File: config.mk
export PLATFORM = sky130hd
export DESIGN_NAME = antenna_controller_frame_engine_flat
export DESIGN_NICKNAME = d
export VERILOG_FILES = /design/src/hw/rtl/acfe_pkg.sv /design/src/hw/rtl/acfe_in_if.sv /design/src/hw/rtl/acfe_out_if.sv /design/src/hw/rtl/acfe_tx_seq.sv /design/src/hw/rtl/antenna_controller_frame_engine.sv /design/src/flat_wrapper.sv
export VERILOG_INCLUDE_DIRS = /design/src /design/src/hw/rtl
export SDC_FILE = /design/constraint.sdc
export NUM_CORES = 1
export LEC_CHECK = 0
export BUFFER_PORTS_ARGS = -buffer_cell sky130_fd_sc_hd__buf_2
export CAP_MARGIN = 20
export CORE_MARGIN = 10
export CORE_UTILIZATION = 30
export CTS_BUF_LIST = sky130_fd_sc_hd__clkbuf_8
export CTS_CLUSTER_SIZE = 24
export DETAILED_ROUTE_END_ITERATION = 8
export GPL_ROUTABILITY_DRIVEN = 0
export PLACE_DENSITY = 0.45
export SLEW_MARGIN = 20
export SYNTH_ARGS = -nofsm -noshare
export SYNTH_HDL_FRONTEND = slang
export SYNTH_SLANG_ARGS = --single-unit
File: constraint.sdc
create_clock -name clk -period 7.7 [get_ports clk]
set_input_delay 0.385 -clock clk [delete_from_list [all_inputs] [get_ports clk]]
set_output_delay 0.385 -clock clk [all_outputs]
set_load 0.005 [all_outputs]
File: src/hw/rtl/assert_macros.svh
// Assertion helpers shared by the RTL. Synthesis builds see empty bodies.
`ifndef ASSERT_MACROS_SVH
`define ASSERT_MACROS_SVH

`ifndef SYNTHESIS

// Same-cycle implication, checked outside reset.
`define ACFE_ASSERT_NOW(label, clk, rst_n, ante, cons) \
  label: assert property (@(posedge clk) disable iff (!rst_n) (ante) |-> (cons)) \
    else $error("assertion failed: same-cycle implication");

// Next-cycle implication, checked outside reset.
`define ACFE_ASSERT_NEXT(label, clk, rst_n, ante, cons) \
  label: assert property (@(posedge clk) disable iff (!rst_n) (ante) |=> (cons)) \
    else $error("assertion failed: next-cycle implication");

`else

`define ACFE_ASSERT_NOW(label, clk, rst_n, ante, cons)
`define ACFE_ASSERT_NEXT(label, clk, rst_n, ante, cons)

`endif

`endif

File: src/hw/rtl/acfe_pkg.sv
package acfe_pkg;

  // Field widths of the two channels.
  localparam int CMD_W   = 3;
  localparam int VALUE_W = 18;
  localparam int FREQ_W  = 18;
  localparam int BYTE_W  = 8;

  // Request codes on the input channel.
  localparam logic [CMD_W-1:0] CMD_RX_BYTE   = 3'd0;
  localparam logic [CMD_W-1:0] CMD_SET_FREQ  = 3'd1;
  localparam logic [CMD_W-1:0] CMD_SET_DIR   = 3'd2;
  localparam logic [CMD_W-1:0] CMD_SET_AUTO  = 3'd3;
  localparam logic [CMD_W-1:0] CMD_CALIBRATE = 3'd4;
  localparam logic [CMD_W-1:0] CMD_HOME      = 3'd5;
  localparam logic [CMD_W-1:0] CMD_POLL      = 3'd6;

  // Link bytes.
  localparam logic [7:0] SOF_BYTE     = 8'h40;
  localparam logic [7:0] ADDR_BYTE    = 8'h41;
  localparam logic [7:0] MODE_BYTE    = 8'h40;
  localparam logic [7:0] CR_BYTE      = 8'h0d;
  localparam logic [7:0] POLL_BYTE    = 8'h3f;
  localparam logic [7:0] OP_SET_FREQ  = 8'h31;
  localparam logic [7:0] OP_SET_DIR   = 8'h00;
  localparam logic [7:0] OP_AUTO_ON   = 8'h52;
  localparam logic [7:0] OP_AUTO_OFF  = 8'h55;
  localparam logic [7:0] OP_CALIBRATE = 8'h56;
  localparam logic [7:0] OP_HOME      = 8'h53;

  // Frequency limits and scaling.
  localparam logic [FREQ_W-1:0] FREQ_MAX   = 18'd167772;
  localparam logic [6:0]        FREQ_SCALE = 7'd100;

  // enc / 100 == (enc * DIV100_RECIP) >> DIV100_SHIFT for every 24-bit enc.
  localparam logic [24:0] DIV100_RECIP = 25'd21474837;
  localparam int          DIV100_SHIFT = 31;

  // Frame lengths in bytes.
  localparam logic [3:0] FRAME_LEN = 4'd11;
  localparam logic [3:0] POLL_LEN  = 4'd3;

  // Receive buffer: only the first eight bytes of a frame are kept.
  localparam int          RX_DEPTH = 8;
  localparam logic [3:0]  RX_MIN   = 4'd7;
  localparam logic [3:0]  RX_SAT   = 4'd15;

  // Direction codes.
  localparam logic [1:0] DIR_NORMAL = 2'd0;
  localparam logic [1:0] DIR_REV    = 2'd1;
  localparam logic [1:0] DIR_BIDIR  = 2'd2;
  localparam logic [1:0] DIR_3Q     = 2'd3;

  typedef enum logic [1:0] {
    JOB_STATUS,
    JOB_FRAME,
    JOB_POLL
  } job_kind_t;

  // One pending output job: a status report, a command frame or a poll.
  typedef struct packed {
    job_kind_t         kind;
    logic [7:0]        op_byte;
    logic [FREQ_W-1:0] freq;
    logic              tuning;
    logic [1:0]        dir;
    logic              autotrack;
    logic              freq_chg;
    logic              tuning_chg;
    logic              dir_chg;
    logic              auto_chg;
  } job_t;

  // Direction code to the byte sent in a command frame.
  function automatic logic [7:0] dir_to_byte(input logic [1:0] d);
    logic [7:0] b;
    case (d)
      DIR_REV:   b = 8'h40;
      DIR_BIDIR: b = 8'h80;
      DIR_3Q:    b = 8'h20;
      default:   b = 8'h00;
    endcase
    return b;
  endfunction

  // Top three bits of the status byte to a direction code.
  function automatic logic [1:0] bits_to_dir(input logic [2:0] b);
    logic [1:0] d;
    case (b)
      3'd2:    d = DIR_REV;
      3'd4:    d = DIR_BIDIR;
      3'd3:    d = DIR_3Q;
      default: d = DIR_NORMAL;
    endcase
    return d;
  endfunction

endpackage

File: src/hw/rtl/acfe_in_if.sv
interface acfe_in_if;
  import acfe_pkg::*;

  logic               valid;
  logic               ready;
  logic [CMD_W-1:0]   cmd;
  logic [VALUE_W-1:0] value;

  modport source (output valid, cmd, value, input ready);
  modport sink   (input valid, cmd, value, output ready);
endinterface

File: src/hw/rtl/acfe_out_if.sv
interface acfe_out_if;
  import acfe_pkg::*;

  logic              valid;
  logic              ready;
  logic              kind;
  logic [BYTE_W-1:0] tx_byte;
  logic              last;
  logic [FREQ_W-1:0] freq_khz;
  logic              tuning_flag;
  logic [1:0]        dir_mode;
  logic              autotrack_on;
  logic              freq_changed;
  logic              tuning_changed;
  logic              dir_changed;
  logic              autotrack_changed;

  modport source (output valid, kind, tx_byte, last, freq_khz, tuning_flag, dir_mode,
                  autotrack_on, freq_changed, tuning_changed, dir_changed,
                  autotrack_changed, input ready);
  modport sink   (input valid, kind, tx_byte, last, freq_khz, tuning_flag, dir_mode,
                  autotrack_on, freq_changed, tuning_changed, dir_changed,
                  autotrack_changed, output ready);
endinterface

File: src/hw/rtl/acfe_tx_seq.sv
module acfe_tx_seq (
  input  logic          clk,
  input  logic          rst_n,
  input  logic          load,
  input  acfe_pkg::job_t job_in,
  output logic          free,
  acfe_out_if.source    out_ch
);
  import acfe_pkg::*;

  logic        valid_r;
  job_t        job_r;
  logic [3:0]  idx_r;
  logic        last_beat;
  logic [24:0] enc_full;
  logic [23:0] enc;
  logic [7:0]  frame_byte;
  logic [7:0]  poll_byte;
  logic [7:0]  mode_byte;

  // Final result of the held job.
  always_comb begin
    case (job_r.kind)
      JOB_STATUS: last_beat = 1'b1;
      JOB_POLL:   last_beat = (idx_r == POLL_LEN - 4'd1);
      default:    last_beat = (idx_r == FRAME_LEN - 4'd1);
    endcase
  end

  // The slot can take a new job when empty or when its final result leaves now.
  assign free = !valid_r || (out_ch.ready && last_beat);

  // Frequency in the frame is kHz * 100, 24 bits.
  assign enc_full = 25'(job_r.freq) * 25'(FREQ_SCALE);
  assign enc      = enc_full[23:0];

  assign mode_byte = (job_r.op_byte == OP_SET_FREQ || job_r.op_byte == OP_SET_DIR) ?
                     8'h00 : MODE_BYTE;

  // Command frame byte at the current position.
  always_comb begin
    case (idx_r)
      4'd0:    frame_byte = SOF_BYTE;
      4'd1:    frame_byte = ADDR_BYTE;
      4'd2:    frame_byte = mode_byte;
      4'd3:    frame_byte = enc[23:16];
      4'd4:    frame_byte = enc[15:8];
      4'd5:    frame_byte = enc[7:0];
      4'd7:    frame_byte = dir_to_byte(job_r.dir);
      4'd8:    frame_byte = job_r.op_byte;
      4'd10:   frame_byte = CR_BYTE;
      default: frame_byte = 8'h00;
    endcase
  end

  // Poll byte at the current position.
  always_comb begin
    case (idx_r)
      4'd0:    poll_byte = POLL_BYTE;
      4'd1:    poll_byte = ADDR_BYTE;
      default: poll_byte = CR_BYTE;
    endcase
  end

  // Result fields; status fields are zero in transmit results.
  always_comb begin
    out_ch.valid             = valid_r;
    out_ch.kind              = 1'b0;
    out_ch.tx_byte           = 8'h00;
    out_ch.last              = last_beat;
    out_ch.freq_khz          = '0;
    out_ch.tuning_flag       = 1'b0;
    out_ch.dir_mode          = DIR_NORMAL;
    out_ch.autotrack_on      = 1'b0;
    out_ch.freq_changed      = 1'b0;
    out_ch.tuning_changed    = 1'b0;
    out_ch.dir_changed       = 1'b0;
    out_ch.autotrack_changed = 1'b0;
    case (job_r.kind)
      JOB_STATUS: begin
        out_ch.kind              = 1'b1;
        out_ch.last              = 1'b0;
        out_ch.freq_khz          = job_r.freq;
        out_ch.tuning_flag       = job_r.tuning;
        out_ch.dir_mode          = job_r.dir;
        out_ch.autotrack_on      = job_r.autotrack;
        out_ch.freq_changed      = job_r.freq_chg;
        out_ch.tuning_changed    = job_r.tuning_chg;
        out_ch.dir_changed       = job_r.dir_chg;
        out_ch.autotrack_changed = job_r.auto_chg;
      end
      JOB_POLL: out_ch.tx_byte = poll_byte;
      default:  out_ch.tx_byte = frame_byte;
    endcase
  end

  // Job slot and byte position.
  always_ff @(posedge clk) begin
    if (!rst_n) begin
      valid_r <= 1'b0;
      idx_r   <= 4'd0;
    end else if (load) begin
      valid_r <= 1'b1;
      idx_r   <= 4'd0;
    end else if (valid_r && out_ch.ready) begin
      if (last_beat) begin
        valid_r <= 1'b0;
      end else begin
        idx_r <= idx_r + 4'd1;
      end
    end
  end

  always_ff @(posedge clk) begin
    if (load) begin
      job_r <= job_in;
    end
  end

endmodule

File: src/hw/rtl/antenna_controller_frame_engine.sv
// Antenna-controller link engine. Received link bytes (cmd 0) are gathered up to a carriage
// return; a frame of eight or more bytes that opens with 0x40 is decoded into frequency,
// tuning, direction and autotrack, stored, and reported as one status result with a changed
// flag per value. Command requests give an 11-byte frame and a poll gives 3 bytes, one
// result per cycle on the output channel while it is ready. An item that gives at most one
// result is taken every cycle while the single output job slot is free; a poll or a command
// request holds the input until the slot, which sends one byte a cycle while the output is
// ready, has sent its last byte. The decoded frequency comes from a registered reciprocal
// multiply on bytes 3..5 of the receive buffer, ready before that frame's earliest possible CR.
module antenna_controller_frame_engine (
  input  logic       clk,
  input  logic       rst_n,
  acfe_in_if.sink    in_ch,
  acfe_out_if.source out_ch
);
  import acfe_pkg::*;

`include "assert_macros.svh"

  logic [3:0]        rx_count_r, rx_count_nxt;
  logic [7:0]        rx_bytes_r [RX_DEPTH];
  logic [FREQ_W-1:0] stored_freq_r, stored_freq_nxt;
  logic              stored_tuning_r, stored_tuning_nxt;
  logic [1:0]        stored_dir_r, stored_dir_nxt;
  logic              stored_auto_r, stored_auto_nxt;
  logic [FREQ_W-1:0] quot_r;

  logic              accept;
  logic              slot_free;
  logic              job_load;
  job_t              job_nxt;
  logic [7:0]        byte_in;
  logic              rx_wr;
  logic [23:0]       enc;
  logic [48:0]       div_prod;
  logic [7:0]        stat_byte;
  logic              dec_tuning;
  logic [1:0]        dec_dir;
  logic              dec_auto;
  logic [FREQ_W-1:0] freq_sat;
  logic [1:0]        dir_req;
  logic              cr_taken;
  logic              status_clean;

  assign in_ch.ready = slot_free;
  assign accept      = in_ch.valid && in_ch.ready;
  assign byte_in     = in_ch.value[7:0];
  assign rx_wr       = accept && (in_ch.cmd == CMD_RX_BYTE) && !rx_count_r[3];

  // Divide the buffered 24-bit frequency by 100 with a reciprocal multiply.
  assign enc      = {rx_bytes_r[3], rx_bytes_r[4], rx_bytes_r[5]};
  assign div_prod = 49'(enc) * 49'(DIV100_RECIP);

  always_ff @(posedge clk) begin
    quot_r <= div_prod[DIV100_SHIFT +: FREQ_W];
  end

  // Status byte; it is the incoming byte itself when the frame is exactly eight long.
  assign stat_byte  = (rx_count_r == RX_MIN) ? byte_in : rx_bytes_r[7];
  assign dec_tuning = (rx_bytes_r[6] != 8'h00);
  assign dec_dir    = bits_to_dir(stat_byte[7:5]);
  assign dec_auto   = stat_byte[2];

  assign freq_sat = (in_ch.value > FREQ_MAX) ? FREQ_MAX : in_ch.value;
  assign dir_req  = (in_ch.value > VALUE_W'(DIR_3Q)) ? DIR_NORMAL : in_ch.value[1:0];

  // Per-item state update and job build.
  always_comb begin
    rx_count_nxt      = rx_count_r;
    stored_freq_nxt   = stored_freq_r;
    stored_tuning_nxt = stored_tuning_r;
    stored_dir_nxt    = stored_dir_r;
    stored_auto_nxt   = stored_auto_r;
    job_load          = 1'b0;
    job_nxt           = '0;
    job_nxt.kind      = JOB_FRAME;
    job_nxt.freq      = stored_freq_r;
    job_nxt.dir       = stored_dir_r;
    if (accept) begin
      case (in_ch.cmd)
        CMD_RX_BYTE: begin
          if (rx_count_r != RX_SAT) begin
            rx_count_nxt = rx_count_r + 4'd1;
          end
          if (byte_in == CR_BYTE) begin
            rx_count_nxt = 4'd0;
            if (rx_count_r >= RX_MIN && rx_bytes_r[0] == SOF_BYTE) begin
              job_load           = 1'b1;
              job_nxt.kind       = JOB_STATUS;
              job_nxt.freq       = quot_r;
              job_nxt.tuning     = dec_tuning;
              job_nxt.dir        = dec_dir;
              job_nxt.autotrack  = dec_auto;
              job_nxt.freq_chg   = (quot_r != stored_freq_r);
              job_nxt.tuning_chg = (dec_tuning != stored_tuning_r);
              job_nxt.dir_chg    = (dec_dir != stored_dir_r);
              job_nxt.auto_chg   = (dec_auto != stored_auto_r);
              stored_freq_nxt    = quot_r;
              stored_tuning_nxt  = dec_tuning;
              stored_dir_nxt     = dec_dir;
              stored_auto_nxt    = dec_auto;
            end
          end
        end
        CMD_SET_FREQ: begin
          if (in_ch.value != '0) begin
            job_load        = 1'b1;
            job_nxt.op_byte = OP_SET_FREQ;
            job_nxt.freq    = freq_sat;
            stored_freq_nxt = freq_sat;
          end
        end
        CMD_SET_DIR: begin
          job_load        = 1'b1;
          job_nxt.op_byte = OP_SET_DIR;
          job_nxt.dir     = dir_req;
          stored_dir_nxt  = dir_req;
        end
        CMD_SET_AUTO: begin
          job_load        = 1'b1;
          job_nxt.op_byte = in_ch.value[0] ? OP_AUTO_ON : OP_AUTO_OFF;
          stored_auto_nxt = in_ch.value[0];
        end
        CMD_CALIBRATE: begin
          job_load        = 1'b1;
          job_nxt.op_byte = OP_CALIBRATE;
        end
        CMD_HOME: begin
          job_load        = 1'b1;
          job_nxt.op_byte = OP_HOME;
        end
        CMD_POLL: begin
          job_load     = 1'b1;
          job_nxt.kind = JOB_POLL;
        end
        default: begin
          job_load = 1'b0;
        end
      endcase
    end
  end

  // Control and stored link state.
  always_ff @(posedge clk) begin
    if (!rst_n) begin
      rx_count_r      <= 4'd0;
      stored_freq_r   <= '0;
      stored_tuning_r <= 1'b0;
      stored_dir_r    <= DIR_NORMAL;
      stored_auto_r   <= 1'b0;
    end else begin
      rx_count_r      <= rx_count_nxt;
      stored_freq_r   <= stored_freq_nxt;
      stored_tuning_r <= stored_tuning_nxt;
      stored_dir_r    <= stored_dir_nxt;
      stored_auto_r   <= stored_auto_nxt;
    end
  end

  // Receive buffer keeps the first eight bytes of a frame.
  always_ff @(posedge clk) begin
    if (rx_wr) begin
      rx_bytes_r[rx_count_r[2:0]] <= byte_in;
    end
  end

  acfe_tx_seq u_tx_seq (
    .clk    (clk),
    .rst_n  (rst_n),
    .load   (job_load),
    .job_in (job_nxt),
    .free   (slot_free),
    .out_ch (out_ch)
  );

  // Terms checked by the assertions below.
  assign cr_taken     = accept && (in_ch.cmd == CMD_RX_BYTE) && (byte_in == CR_BYTE);
  assign status_clean = (out_ch.tx_byte == 8'h00) && (out_ch.last == 1'b0);

  // A carriage return always restarts gathering.
  `ACFE_ASSERT_NEXT(a_cr_restart, clk, rst_n, cr_taken, rx_count_r == 4'd0)

  // A status result carries no transmit byte and has last low.
  `ACFE_ASSERT_NOW(a_status_clean, clk, rst_n, out_ch.valid && out_ch.kind, status_clean)

  // The stored frequency never leaves its range.
  `ACFE_ASSERT_NOW(a_freq_range, clk, rst_n, 1'b1, stored_freq_r <= FREQ_MAX)

  // No item is taken while a result waits on the output, final or not.
  `ACFE_ASSERT_NOW(a_no_overrun, clk, rst_n, out_ch.valid && !out_ch.ready, !in_ch.ready)

endmodule
File: src/flat_wrapper.sv
// flat-port wrapper written by rule: the top's interface ports become plain ports
module antenna_controller_frame_engine_flat import acfe_pkg::*;
  (clk, rst_n, in_ch_valid, in_ch_cmd, in_ch_value, in_ch_ready, out_ch_valid, out_ch_kind, out_ch_tx_byte, out_ch_last, out_ch_freq_khz, out_ch_tuning_flag, out_ch_dir_mode, out_ch_autotrack_on, out_ch_freq_changed, out_ch_tuning_changed, out_ch_dir_changed, out_ch_autotrack_changed, out_ch_ready);
  acfe_in_if in_ch_i ();
  acfe_out_if out_ch_i ();
  input  logic clk;
  input  logic rst_n;
  input wire logic [$bits(in_ch_i.valid)-1:0] in_ch_valid;
  input wire logic [$bits(in_ch_i.cmd)-1:0] in_ch_cmd;
  input wire logic [$bits(in_ch_i.value)-1:0] in_ch_value;
  output wire logic [$bits(in_ch_i.ready)-1:0] in_ch_ready;
  output wire logic [$bits(out_ch_i.valid)-1:0] out_ch_valid;
  output wire logic [$bits(out_ch_i.kind)-1:0] out_ch_kind;
  output wire logic [$bits(out_ch_i.tx_byte)-1:0] out_ch_tx_byte;
  output wire logic [$bits(out_ch_i.last)-1:0] out_ch_last;
  output wire logic [$bits(out_ch_i.freq_khz)-1:0] out_ch_freq_khz;
  output wire logic [$bits(out_ch_i.tuning_flag)-1:0] out_ch_tuning_flag;
  output wire logic [$bits(out_ch_i.dir_mode)-1:0] out_ch_dir_mode;
  output wire logic [$bits(out_ch_i.autotrack_on)-1:0] out_ch_autotrack_on;
  output wire logic [$bits(out_ch_i.freq_changed)-1:0] out_ch_freq_changed;
  output wire logic [$bits(out_ch_i.tuning_changed)-1:0] out_ch_tuning_changed;
  output wire logic [$bits(out_ch_i.dir_changed)-1:0] out_ch_dir_changed;
  output wire logic [$bits(out_ch_i.autotrack_changed)-1:0] out_ch_autotrack_changed;
  input wire logic [$bits(out_ch_i.ready)-1:0] out_ch_ready;
  assign in_ch_i.valid = in_ch_valid;
  assign in_ch_i.cmd = in_ch_cmd;
  assign in_ch_i.value = in_ch_value;
  assign in_ch_ready = in_ch_i.ready;
  assign out_ch_valid = out_ch_i.valid;
  assign out_ch_kind = out_ch_i.kind;
  assign out_ch_tx_byte = out_ch_i.tx_byte;
  assign out_ch_last = out_ch_i.last;
  assign out_ch_freq_khz = out_ch_i.freq_khz;
  assign out_ch_tuning_flag = out_ch_i.tuning_flag;
  assign out_ch_dir_mode = out_ch_i.dir_mode;
  assign out_ch_autotrack_on = out_ch_i.autotrack_on;
  assign out_ch_freq_changed = out_ch_i.freq_changed;
  assign out_ch_tuning_changed = out_ch_i.tuning_changed;
  assign out_ch_dir_changed = out_ch_i.dir_changed;
  assign out_ch_autotrack_changed = out_ch_i.autotrack_changed;
  assign out_ch_i.ready = out_ch_ready;
  antenna_controller_frame_engine u_core (.clk(clk), .rst_n(rst_n), .in_ch(in_ch_i), .out_ch(out_ch_i));
endmodule
==> flow_summary.json <==
{
  "ys_seq_elements": 127,
  "fin_crit_sh_pct": 91.38,
  "cts_hold_buf": 0,
  "io_buffers": 62,
  "fin_nets": 2228,
  "drc": 0,
  "vias": 11020,
  "synth_fa_ha_area_share_pct": 49.34,
  "grt_usage_pct": 14.01,
  "setup_viol": 0,
  "htree_levels": 4,
  "setup_tns_ps": 0,
  "yosysWarnings": 0,
  "hold_viol": 0,
  "fin_crit_ps": 7036,
  "cts_setup_buffers": 0,
  "synthCells": 1610,
  "antenna_cells": 0,
  "grt_max_degree": 29,
  "worstSetupStartpointType": "flop",
  "hold_path.class": "primary input to flop",
  "drive_above_1_share_pct": 8.757,
  "clock_skew_ps": 24.92,
  "rows": 86,
  "die_area_sq_um": 65120,
  "boundaryPins": 63,
  "holdPathStages": 1,
  "power_density_nw_per_um2": 90.98,
  "dp.final_hpwl_um": 37210,
  "reg2reg_depth": 23,
  "grt_pass1_wl_um": 69900,
  "ir_drop_mv": 0.1225,
  "status": "finished clean",
  "vias_per_cell": 4.519,
  "ctsResizeCount": 0,
  "cts_tree": "done",
  "path_cells": "inv_1 -> fa_1 -> inv_1 -> fa_1 -> inv_1 -> fa_1 -> inv_1 -> fa_1 -> fa_1 -> fa_1 -> inv_1 -> fa_1 -> inv_1 -> ha_1 -> nand3_1 -> a2111oi_0 -> o211ai_1 -> a31oi_2 -> o21ai_1 -> a21oi_1 -> nor3_1 -> o21ai_1 -> xor2_1",
  "async_flop_share_pct": 0,
  "overflow": 0,
  "max_cap_violations": 0,
  "maxSlewHeadroom_pct": 31.88,
  "cts_made_buffers": 17,
  "area_delta_synth_final_pct": 9.628,
  "synth.distinct_cells": 73,
  "placed_area_sq_um": 17800,
  "synth_fp_nets": 2161,
  "yosys.area_share.simple_pct": 8.844,
  "crit_slowest_cell": "edfxtp_1",
  "initial_core_util_pct": 30.18,
  "grt_setup_unrepaired": "false",
  "synthFlopType": "edfxtp_1",
  "worstPathMaxFanout": 8,
  "synth-xor-area-share_pct": 3.378,
  "first_iter_violations": 529,
  "worstSetupPathType": "flop to flop",
  "post-place-ws_ps": 667.8,
  "clock-sinks": 127,
  "grt_pass1_vias": 11930,
  "slowest_delay_ps": 550,
  "cts_root_buf": "clkbuf_8",
  "critPathCaptureType": "flop",
  "total_power_mw": 1.655,
  "p_leak_nw": 8.949,
  "cp.required_ps": 8090,
  "path_common_cell": "fa_1",
  "setup_slack_ps": 663.9,
  "arrival_ps": 7420,
  "yosysSeqAreaShare_pct": 20.03,
  "die_h_um": 255.2,
  "drtPass1Iterations": 5,
  "coreArea_sq_um": 54990,
  "clock_latency_ps": 480,
  "synth_edf_count": 78,
  "synth_top_family_by_area": "adder cells",
  "wl_um": 43470,
  "drv_slew": 0,
  "rrSetupSlack_ps": 660,
  "ant_nets": 0,
  "cts_buffer_depth": 2,
  "netlist_area_sq_um": 16590,
  "dieWidth_um": 255.2,
  "tightest_slew_ps": 1022,
  "synth_compound_area_share_pct": 8.550,
  "wl_per_cell_um": 17.83,
  "fin_util_pct": 33.09,
  "synth.avg_cell_area_sq_um": 10.31,
  "synthMuxAreaShare_pct": 0.2714,
  "stdcell_area_sq_um": 18190,
  "final_common_cell": "inv_1",
  "antenna_found_initial": 1,
  "fmax_mhz": 142.1,
  "final_cell_mix": "392 x inv_1, 312 x ha_1, 214 x fa_1",
  "clkTransAtPathRegs_ps": 110
}
## stage by stage
stage | hold WS [ps] | std cells
after floorplan | 483.9 | 1610
after global placement | 515.5 | 2406
after detailed placement | 542.3 | 2406
after CTS | 282.1 | 2438
after global routing | 274.3 | 2438
final | 298.7 | 2438
## kinds of logic (layout without fill, tap and decap cells)
kind of cell | count (synthesis) | after routing
flip-flops | 127 | 127
AO/OA/AOI/OAI | 208 | 208
XOR/XNOR | 64 | 64
multiplexers | 4 | 4
adder cells (fa/ha/maj) | 526 | 526
AND/OR/NAND/NOR | 265 | 265
buffers and inverters | 416 | 496
## cells in the mapped netlist, types with 11 or more instances
cell	n	area share, %
a21oi_1	56	1.7
ha_1	312	24
and2_1	39	1.5
xor2_1	23	1.2
o21ai_0	27	0.81
fa_1	214	26
nor2_1	37	0.84
clkbuf_1	14	0.32
o21ai_1	13	0.39
inv_1	392	8.9
xnor2_1	41	2.2
a21o_1	25	1.1
edfxtp_1	78	14
dfxtp_1	49	5.9
nor3_1	33	1.0
nand2_1	45	1.0
nand3_1	19	0.57
nand4_1	11	0.41
## critical path: cells and delay by family (launching register included)
kind	cells	cell delay (ps)
buf+inv	6	450
compound gates	6	1650
xor+xnor	1	150
simple gates	2	220
fa+ha+maj	8	3920
flops	1	550
## worst paths after layout
kind | from | endpoint
hold / removal | in_ch_value[1] | u_core.rx_bytes_r[3][1]$_DFFE_PP_
hold reg to reg | u_core.stored_tuning_r$_SDFFE_PN0P_ | u_core.stored_tuning_r$_SDFFE_PN0P_
setup reg to reg | u_core.rx_bytes_r[5][7]$_DFFE_PP_ | u_core.quot_r[16]$_DFF_P_
setup / recovery | u_core.rx_bytes_r[5][7]$_DFFE_PP_ | u_core.quot_r[16]$_DFF_P_
## final cells by class
class,count,area [sq um]
clock buffer,17,234.0
clock inverter,15,157.7
fill,5670,36790
inverter,392,1471
multi-input combinational,1067,11690
sequential,127,3323
tap,748,935.9
timing repair buffer,72,385.4
## sequential cells by signal (all words and copies together), names as in the netlist
register and count:
u_core.quot_r 18, u_core.rx_bytes_r 44, u_core.rx_count_r 4, u_core.stored_auto_r 1, u_core.stored_dir_r 2, u_core.stored_freq_r 18
u_core.stored_tuning_r 1, u_core.u_tx_seq.idx_r 4, u_core.u_tx_seq.job_r 34, u_core.u_tx_seq.out_ch.valid 1
## metal layers
metal  share of wire [%]  vias to the layer above  wire length (um)  track usage, %
met1                  48                     5458             20830           18.87
met3                 2.7                       17              1164           1.706
met4                0.80                        0               347           2.363
met2                  49                      133             21130           23.95
li1                    -                     5410                 -               -
met5                   0                        -                 0               0
## power breakdown
part / internal (mW) / switching (mW) / total, mW / leakage, nW
clock network: 0.291 / 0.315 / 0.605 / 0.191
registers: 0.735 / 0.0147 / 0.750 / 1.13
logic: 0.121 / 0.179 / 0.300 / 7.62
total: 1.15 / 0.509 / 1.66 / 8.95
Note: power is estimated with default switching activity, not from simulation.
